[src/rtl/vst_pkg.sv]
// Types and constants of the value set table
`timescale 1ns / 1ps

package vst_pkg;

    localparam int CAPACITY_DEF   = 64;
    localparam int VALUE_BITS_DEF = 22;
    localparam int VALUE_IN_W     = 22;
    localparam int KEY_EXT_W      = 32;
    localparam int COUNT_OUT_W    = 7;
    localparam int CMD_W          = 2;

    typedef enum logic [CMD_W-1:0] {
        CMD_CHECK  = 2'd0,
        CMD_ADD    = 2'd1,
        CMD_REMOVE = 2'd2
    } t_cmd;

    typedef enum logic [1:0] {
        ST_IDLE,
        ST_SCAN,
        ST_SHIFT,
        ST_DONE
    } t_state;

    typedef struct packed {
        logic start;
        t_cmd cmd;
    } t_req;

    typedef struct packed {
        logic done;
        logic found;
        logic changed;
        logic full_drop;
    } t_rsp;

endpackage

[src/rtl/vst_ram.sv]
// Generic single write port RAM with registered read
`timescale 1ns / 1ps

module vst_ram #(
    parameter int WIDTH = vst_pkg::VALUE_BITS_DEF,
    parameter int DEPTH = vst_pkg::CAPACITY_DEF
) (
    input  logic                     i_clk,
    input  logic                     i_we,
    input  logic [$clog2(DEPTH)-1:0] i_waddr,
    input  logic [WIDTH-1:0]         i_wdata,
    input  logic [$clog2(DEPTH)-1:0] i_raddr,
    output logic [WIDTH-1:0]         o_rdata
);

    logic [WIDTH-1:0] r_mem [DEPTH];

    always_ff @(posedge i_clk) begin
        if (i_we) begin
            r_mem[i_waddr] <= i_wdata;
        end
        o_rdata <= r_mem[i_raddr];
    end

endmodule

[src/rtl/vst_engine.sv]
// Scan, append and compaction sequencer around the entry store
`timescale 1ns / 1ps

module vst_engine #(
    parameter int CAPACITY   = vst_pkg::CAPACITY_DEF,
    parameter int VALUE_BITS = vst_pkg::VALUE_BITS_DEF
) (
    input  logic                          i_clk,
    input  logic                          i_rst_n,
    input  vst_pkg::t_req                 i_req,
    input  logic [VALUE_BITS-1:0]         i_key,
    input  logic                          i_slot_free,
    output vst_pkg::t_rsp                 o_rsp,
    output logic [$clog2(CAPACITY+1)-1:0] o_count
);

    localparam int ADDR_W = $clog2(CAPACITY);
    localparam int CNT_W  = $clog2(CAPACITY + 1);

    vst_pkg::t_state       r_state, n_state;
    vst_pkg::t_cmd         r_cmd;
    logic [VALUE_BITS-1:0] r_key;
    logic [CNT_W-1:0]      r_count, n_count;
    logic [CNT_W-1:0]      r_issue, n_issue;
    logic [CNT_W-1:0]      r_cmp_pos, n_cmp_pos;
    logic [CNT_W-1:0]      r_wr, n_wr;
    logic                  r_rd_vld, n_rd_vld;
    logic                  r_found, n_found;
    logic                  r_changed, n_changed;
    logic                  r_drop, n_drop;

    logic                  w_we;
    logic [ADDR_W-1:0]     w_waddr;
    logic [VALUE_BITS-1:0] w_wdata;
    logic [VALUE_BITS-1:0] w_rdata;
    logic                  w_hit;
    logic                  w_done;

    vst_ram #(
        .WIDTH (VALUE_BITS),
        .DEPTH (CAPACITY)
    ) u_ram (
        .i_clk   (i_clk),
        .i_we    (w_we),
        .i_waddr (w_waddr),
        .i_wdata (w_wdata),
        .i_raddr (r_issue[ADDR_W-1:0]),
        .o_rdata (w_rdata)
    );

    always_ff @(posedge i_clk) begin
        if (!i_rst_n) begin
            r_state   <= vst_pkg::ST_IDLE;
            r_count   <= '0;
            r_rd_vld  <= 1'b0;
            r_found   <= 1'b0;
            r_changed <= 1'b0;
            r_drop    <= 1'b0;
        end else begin
            r_state   <= n_state;
            r_count   <= n_count;
            r_rd_vld  <= n_rd_vld;
            r_found   <= n_found;
            r_changed <= n_changed;
            r_drop    <= n_drop;
        end
    end

    always_ff @(posedge i_clk) begin
        r_issue   <= n_issue;
        r_cmp_pos <= n_cmp_pos;
        r_wr      <= n_wr;
        if (i_req.start) begin
            r_cmd <= i_req.cmd;
            r_key <= i_key;
        end
    end

    assign w_hit = r_rd_vld && (w_rdata == r_key);

    always_comb begin
        n_state   = r_state;
        n_count   = r_count;
        n_issue   = r_issue;
        n_cmp_pos = r_cmp_pos;
        n_wr      = r_wr;
        n_rd_vld  = 1'b0;
        n_found   = r_found;
        n_changed = r_changed;
        n_drop    = r_drop;
        w_we      = 1'b0;
        w_waddr   = r_wr[ADDR_W-1:0];
        w_wdata   = w_rdata;
        w_done    = 1'b0;
        unique case (r_state)
            vst_pkg::ST_IDLE: begin
                if (i_req.start) begin
                    n_state   = vst_pkg::ST_SCAN;
                    n_issue   = '0;
                    n_found   = 1'b0;
                    n_changed = 1'b0;
                    n_drop    = 1'b0;
                end
            end
            vst_pkg::ST_SCAN: begin
                if (w_hit) begin
                    n_found = 1'b1;
                    if (r_cmd == vst_pkg::CMD_REMOVE) begin
                        n_issue   = CNT_W'(r_cmp_pos + 1'b1);
                        n_wr      = r_cmp_pos;
                        n_changed = 1'b1;
                        n_state   = vst_pkg::ST_SHIFT;
                    end else begin
                        n_state = vst_pkg::ST_DONE;
                    end
                end else if (!r_rd_vld && (r_issue >= r_count)) begin
                    if (r_cmd == vst_pkg::CMD_ADD) begin
                        if (r_count < CNT_W'(CAPACITY)) begin
                            w_we      = 1'b1;
                            w_waddr   = r_count[ADDR_W-1:0];
                            w_wdata   = r_key;
                            n_count   = CNT_W'(r_count + 1'b1);
                            n_changed = 1'b1;
                        end else begin
                            n_drop = 1'b1;
                        end
                    end
                    n_state = vst_pkg::ST_DONE;
                end else if (r_issue < r_count) begin
                    n_issue   = CNT_W'(r_issue + 1'b1);
                    n_cmp_pos = r_issue;
                    n_rd_vld  = 1'b1;
                end
            end
            vst_pkg::ST_SHIFT: begin
                if (r_rd_vld) begin
                    w_we = 1'b1;
                    n_wr = CNT_W'(r_wr + 1'b1);
                end
                if (r_issue < r_count) begin
                    n_issue  = CNT_W'(r_issue + 1'b1);
                    n_rd_vld = 1'b1;
                end else if (!r_rd_vld) begin
                    n_count = CNT_W'(r_count - 1'b1);
                    n_state = vst_pkg::ST_DONE;
                end
            end
            vst_pkg::ST_DONE: begin
                if (i_slot_free) begin
                    w_done  = 1'b1;
                    n_state = vst_pkg::ST_IDLE;
                end
            end
            default: begin
                n_state = vst_pkg::ST_IDLE;
            end
        endcase
    end

    assign o_rsp.done      = w_done;
    assign o_rsp.found     = r_found;
    assign o_rsp.changed   = r_changed;
    assign o_rsp.full_drop = r_drop;
    assign o_count         = r_count;

endmodule

[src/rtl/value_set_table.sv]
// Top level of the value set table: handshakes, key masking, result register
//
//  channel  | direction | handshake          | payload
//  ---------+-----------+--------------------+-----------------------------------------
//  request  | in        | i_valid / o_ready  | i_command, i_value
//  result   | out       | o_valid / i_ready  | o_found, o_changed, o_full_drop,
//           |           |                    | o_entry_count
//
// With N stored entries, a check or add scans up to N entries before its result
// and a remove then compacts the store: the scan reads one entry per cycle
// through the single read port of the entry store, and a remove then moves each
// later entry down one place per cycle. o_ready returns in the same cycle as the
// result. Reset clears the entry count and the control state; the store holds no
// reset state. A result waiting in the output register does not block the next
// request; it stalls only the finish of that next request.
`timescale 1ns / 1ps

module value_set_table #(
    parameter int CAPACITY   = vst_pkg::CAPACITY_DEF,
    parameter int VALUE_BITS = vst_pkg::VALUE_BITS_DEF
) (
    input  logic                            i_clk,
    input  logic                            i_rst_n,
    input  logic                            i_valid,
    output logic                            o_ready,
    input  logic [vst_pkg::CMD_W-1:0]       i_command,
    input  logic [vst_pkg::VALUE_IN_W-1:0]  i_value,
    output logic                            o_valid,
    input  logic                            i_ready,
    output logic                            o_found,
    output logic                            o_changed,
    output logic                            o_full_drop,
    output logic [vst_pkg::COUNT_OUT_W-1:0] o_entry_count
);

    localparam int CNT_W = $clog2(CAPACITY + 1);

    logic                          r_busy;
    vst_pkg::t_req                 w_req;
    vst_pkg::t_rsp                 w_rsp;
    logic [vst_pkg::KEY_EXT_W-1:0] w_value_ext;
    logic [CNT_W-1:0]              w_count;
    logic                          w_slot_free;

    assign o_ready     = !r_busy;
    assign w_req.start = i_valid && o_ready;
    assign w_req.cmd   = vst_pkg::t_cmd'(i_command);
    assign w_value_ext = vst_pkg::KEY_EXT_W'(i_value);
    assign w_slot_free = !o_valid || i_ready;

    vst_engine #(
        .CAPACITY   (CAPACITY),
        .VALUE_BITS (VALUE_BITS)
    ) u_engine (
        .i_clk       (i_clk),
        .i_rst_n     (i_rst_n),
        .i_req       (w_req),
        .i_key       (w_value_ext[VALUE_BITS-1:0]),
        .i_slot_free (w_slot_free),
        .o_rsp       (w_rsp),
        .o_count     (w_count)
    );

    always_ff @(posedge i_clk) begin
        if (!i_rst_n) begin
            r_busy  <= 1'b0;
            o_valid <= 1'b0;
        end else begin
            if (w_req.start) begin
                r_busy <= 1'b1;
            end else if (w_rsp.done) begin
                r_busy <= 1'b0;
            end
            if (w_rsp.done) begin
                o_valid <= 1'b1;
            end else if (i_ready) begin
                o_valid <= 1'b0;
            end
        end
    end

    always_ff @(posedge i_clk) begin
        if (w_rsp.done) begin
            o_found       <= w_rsp.found;
            o_changed     <= w_rsp.changed;
            o_full_drop   <= w_rsp.full_drop;
            o_entry_count <= vst_pkg::COUNT_OUT_W'(w_count);
        end
    end

endmodule

[config.mk]
export PLATFORM = sky130hd
export DESIGN_NAME = value_set_table
export DESIGN_NICKNAME = d
export VERILOG_FILES = /design/src/rtl/vst_pkg.sv /design/src/rtl/vst_ram.sv /design/src/rtl/vst_engine.sv /design/src/rtl/value_set_table.sv
export SDC_FILE = /design/constraint.sdc
export NUM_CORES = 1
export LEC_CHECK = 0
export ABC_AREA = 1
export BUFFER_PORTS_ARGS = -buffer_cell sky130_fd_sc_hd__buf_2
export CORE_ASPECT_RATIO = 0.6
export CORE_UTILIZATION = 30
export CTS_BUF_LIST = sky130_fd_sc_hd__clkbuf_16
export DETAILED_ROUTE_END_ITERATION = 12
export GPL_ROUTABILITY_DRIVEN = 1
export PLACE_DENSITY = 0.51
export RECOVER_POWER = 100
export SETUP_SLACK_MARGIN = 0.1
export SLEW_MARGIN = 20
export SYNTH_ARGS = -nofsm -noshare
export SYNTH_HDL_FRONTEND = slang
export SYNTH_SLANG_ARGS = --single-unit
[constraint.sdc]
create_clock -name i_clk -period 6.5 [get_ports i_clk]
set_input_delay 0.975 -clock i_clk [delete_from_list [all_inputs] [get_ports i_clk]]
set_output_delay 0.975 -clock i_clk [all_outputs]
set_load 0.005 [all_outputs]
Word-level counts from Yosys, hierarchy flattened
Memories as Yosys holds them, arrays and structs flattened. A register that Yosys moved wholly into a read port is not among the register bits.
Index checks and enable logic that the tools add are counted.
{ "classes": {"n_mul": 0, "eq_ne": 23, "n_reduce_logical": 21, "magnitude_cmp": 3, "div": 0, "bitwise_logic": 2, "add_sub_neg": 5, "shifts": 0, "muxes": 67} }
{ "ops": {"columns": ["op", "n"], "rows": [
  ["22-bit two-way mux", 5],
  ["7-bit two-way mux", 14],
  ["6-bit two-way mux", 5],
  ["7-bit by 1-bit adder with 7-bit output, second input constant", 4],
  ["1-bit two-way mux", 28],
  ["7-bit case mux with 2 select lines", 2],
  ["22-bit equality test", 1],
  ["7-bit case mux with 3 select lines", 1],
  ["2-bit by 1-bit != test with 1-bit output, second input constant", 8],
  ["2-bit two-way mux", 6],
  ["4-bit AND reduction", 3],
  ["6-bit AND reduction", 2],
  ["1-bit case mux with 2 select lines", 5],
  ["3-bit by 1-bit != test with 1-bit output, second input constant", 3],
  ["2-bit != test, second input constant", 4],
  ["2-bit case mux with 4 select lines", 1],
  ["2-bit nonzero test", 4],
  ["7-bit greater-or-equal comparator", 1],
  ["7-bit less-than comparator", 1],
  ["7-bit less-than comparator, second input constant", 1],
  ["7-bit AND reduction", 1],
  ["7-bit by 1-bit subtractor with 7-bit output, second input constant", 1],
  ["2-bit equality test, second input constant", 3],
  ["5-bit AND reduction", 1],
  ["10 further kinds", 16]
]} }
{ "word_totals": {"ramBits": 1408, "in_bits": 28, "elab_cells": 139, "latchBits": 0, "output_inout_bits": 12, "reg_bits": 70, "mem_count": 1, "mem_bits_ro": 0} }
{ "memory_table": {"columns": ["memory", "depth", "word_bits", "rd", "rd_clocked_by_memory_dff", "write_ports", "line", "rtl"], "rows": [
  ["u_engine.u_ram.r_mem", 64, 22, 1, 1, 1, "vst_ram.sv:16", "logic [WIDTH-1:0] r_mem [DEPTH];"]
]} }

Longest topological paths before layout
{ "depth": {"word_depth": 8, "depth_mapped": 18, "ltp_nobuf": 14} }

Cells and area by module
A second synthesis with hierarchy kept.
{ "unflattened": {"cells_unflattened": 5384, "hier_area_um2": 61694.2} }
{ "modules_own_cells": {"columns": ["module", "seq_area_each_um2", "cells_each", "instances", "area_per_inst_um2"], "rows": [
  ["vst_ram", 42721.0, 4815, 1, 57277.4],
  ["vst_engine", 1581.5, 547, 1, 4027.6],
  ["value_set_table", 340.3, 22, 1, 389.1]
]} }

Worst setup path after synthesis
Ideal clock, no wire load.
{ "synth_path": {"kind": "flip-flop to flip-flop", "start": "reg u_engine.r_issue[0]", "end": "mem u_engine.u_ram.r_mem[0][0] (netlist name), data pin", "slack_ns": 1.202, "path_stages_with_launch": 13, "n_path_buf": 6, "required_ns": 5.798, "arrival_time_ns": 4.596, "path_cell_list": "edfxtp_1 -> inv_2 -> buf_2 -> buf_2 -> buf_2 -> buf_2 -> ha_1 -> nand4_1 -> nand3_2 -> nand3_4 -> buf_6 -> clkbuf_1 -> o21ai_0"} }
{ "synth_via": {"elab_chain_len": 5} }
{ "synth_lines": {"columns": ["item", "line", "rtl"], "rows": [
  ["start: declaration", "vst_engine.sv:24", "logic [CNT_W-1:0] r_issue, n_issue;"],
  ["start signal: assignment", "vst_engine.sv:70", "r_issue <= n_issue;"],
  ["7-bit greater-or-equal comparator", "vst_engine.sv:116", "end else if (!r_rd_vld && (r_issue >= r_count)) begin"],
  ["1-bit logical AND", "vst_engine.sv:116", null],
  ["22-bit two-way mux", "vst_engine.sv:116", null],
  ["22-bit two-way mux", "vst_engine.sv:106", "if (w_hit) begin"],
  ["22-bit two-way mux", "vst_engine.sv:95", "unique case (r_state)"],
  ["named net u_engine.u_ram.i_wdata[0]", "vst_ram.sv:11", "input logic [WIDTH-1:0] i_wdata,"],
  ["end: declaration", "vst_ram.sv:16", null]
]} }
The timed path passes the listed nets, and every way through them passes these cells.

==> metrics <==
Final nets=4696; Max IR drop VDD=0.371 mV; critical path arrival=6110 ps; Lkg Pwr=0.0216 uW; Die X=577 microns; Fin. Hold Viols=0; final setup violation count=0; Clock Sinks=1499; Post-CTS Setup Bufs=0; CP Capture Type=flop; vias in the first global route=35900; core area=197000 sq um; post-synthesis sequential area ratio=74.9%; outcome=finished, violations left; CTS Hold Bufs=0; Max Cap Violations=16; max_slew headroom=-95.9%; Slowest-stage cell, CP=clkbuf_1; PwrDens=476 nW/um^2; Req. time, crit path=7110 ps; hold slack=367 ps; Worst Hold Path EP=u_engine.r_key[6]; Initial Util=30.3%; average cell area after synthesis=12.9 sq um; most frequent cells in the layout=edfxtp_1 (1462), nor2_1 (825), o21ai_0 (728); RSZ-0062 raised after global routing=false; failing checks=max-capacitance violations, max-slew violations; Post-synth top flop=edfxtp_1; Min-Delay Path Class=in -> reg; EDFF count, synth=1462; CTS tree=yes; post-route setup TNS=0 ps; drt total wl=189000 microns; CTS Buf Count=140; Slew Viols, Final=905; DR WL/cell=25.7 microns; first-pass GRT wire length=269000 microns; total gr overflow=0; Critical R2R Launch=u_engine.r_issue[1]; R2R depth=9; boundary pin count=40; crit path buf inv count=3; Total GRT Usage=18.5%; Seq cells post-synth=1499; # resized after CTS=0; cell area after synthesis=59600 sq um; Vias/cell=5.29; CP cell instances=clkbuf_1 > inv_8 > buf_4 > o21ai_0 > o22ai_1 > o211ai_1 > nand3_1 > nand3_1 > nand3_1; yosys warns=0; synth unique cells=39; hold path start=i_value[6]; Post-Syn Nets=4685; fin util=34.2%; clock root buffer=clkbuf_16; max incr delay on CP=1740 ps; actual slew at the worst max-slew pin=2940 ps; cell mode on critical path=nand3_1; CP startpoint kind=flop; H-tree Lvls=4; routability-driven placement congestion ratio=0.898; Die Area=200000 sq um; CTS max path bufs=4; DP Wirelength=104000 microns; Final period util=84.7%; clk_lat worst skew=780 ps; Reg clk slew, reported paths=70 ps; WHS Path Cells=1; # port buffers=39; largest net degree at the start of global routing=166; share of cells above drive strength 1=8.99%; most common cell after layout, fill and taps aside=edfxtp_1; CP top delay family=buffers and inverters; fmax=0.182 GHz; Final ANT Viol Nets=0; Async S/R FF share, synth=0%; Levels on crit path=9; initial antenna violation count=12; Rows=126; area delta synth->final=13.1%; DR DRC count=0; critical path type=reg -> reg; Final min period=5510 ps; vias=39000; R2R Path End=u_engine.u_ram.o_rdata[4]; CP Max Fanout=122; Cells after Synth=4636; DR iter-0 viols=5167; die height=347 microns; Initial DRT Pass Iterations=7; clk_skew=39.4 ps; FF-to-FF setup slack=990 ps
[stage by stage]
step	total power, uW	worst slack [ps]	cells	cell area (sq um)
2_1_floorplan	19000	1200	4636	59600
3_3_place_gp	23900	2090	7129	63300
3_5_place_dp	24000	2110	7129	63300
4_1_cts	31900	2100	7373	67600
5_1_grt	33400	921	7374	67400
6_report	32100	995	7376	67400
[cell usage after synthesis (10+ instances only)]
library cell | count | area [sq um]
buf_2 | 60 | 300
nand3_2 | 10 | 100
nand3_1 | 176 | 881
o22ai_1 | 207 | 1290
nand2_1 | 396 | 1490
inv_1 | 93 | 349
o221ai_1 | 104 | 911
edfxtp_1 | 1462 | 43900
o21ai_0 | 743 | 3720
ha_1 | 20 | 250
a21oi_1 | 52 | 260
o211ai_1 | 74 | 556
buf_1 | 20 | 75.1
nor2_1 | 865 | 3250
clkbuf_1 | 219 | 822
dfxtp_1 | 37 | 741
nand4_1 | 40 | 250
[routing by layer]
layer,wire length [microns],GRT usage [%],vias up
met5,7,0,-
met4,2630,3.06,2
met3,24300,7.10,209
met2,73500,23.9,1910
met1,88900,28.8,19700
li1,-,-,17200
[worst max path at each step]
stage                   startpoint                      endpoint  slack [ps]
2_1_floorplan  u_engine.r_issue[0]    u_engine.u_ram.r_mem[0][0]        1200
3_3_place_gp   u_engine.r_issue[0]  u_engine.u_ram.r_mem[37][12]        2090
3_5_place_dp   u_engine.r_issue[0]  u_engine.u_ram.r_mem[37][17]        2110
4_1_cts        u_engine.r_issue[0]  u_engine.u_ram.r_mem[37][17]        2100
5_1_grt        u_engine.r_issue[0]   u_engine.u_ram.r_mem[43][6]         920
6_report       u_engine.r_issue[1]     u_engine.u_ram.o_rdata[4]         990
[state kept, by name, indices dropped and copies added (netlist names)]
register,cells
u_engine.u_ram.r_mem,1408
u_engine.r_key,22
u_engine.u_ram.o_rdata,22
o_entry_count,7
u_engine.o_count,7
u_engine.r_cmp_pos,7
u_engine.r_issue,7
u_engine.r_wr,6
u_engine.r_cmd,2
u_engine.r_state,2
o_changed,1
o_found,1
o_full_drop,1
o_valid,1
r_busy,1
u_engine.r_changed,1
u_engine.r_drop,1
u_engine.r_found,1
u_engine.r_rd_vld,1
[final cells by class]
cell class	count	area [sq um]
inverters	101	398
fillers	19200	130000
multi-input cells	2734	13600
repair buffers	171	1160
clock buffers	145	3630
well taps	2624	3280
clock inverters	99	666
diodes	3	7.51
flip-flops and latches	1499	44600
[cells by family (layout without fill, tap and decap cells)]
family / Yosys count / count (layout) / share of synthesized area (%)
AO/OA/AOI/OAI: 1194 / 1194 / 11.5
XOR/XNOR: 12 / 12 / 0.176
adder cells (fa/ha/maj): 21 / 21 / 0.454
buffers and inverters: 403 / 516 / 2.70
flip-flops: 1499 / 1499 / 74.9
other: 0 / 3 / 0
AND/OR/NAND/NOR: 1507 / 1507 / 10.2
[power by group]
part | switching, uW | leakage, uW | internal (uW) | total (uW)
Combinational | 9000 | 0.00587 | 2290 | 11300
Sequential | 217 | 0.0135 | 12500 | 12700
Clock | 3640 | 0.00220 | 4400 | 8040
Total | 12900 | 0.0216 | 19200 | 32100
(Power assumes the default switching activity.)
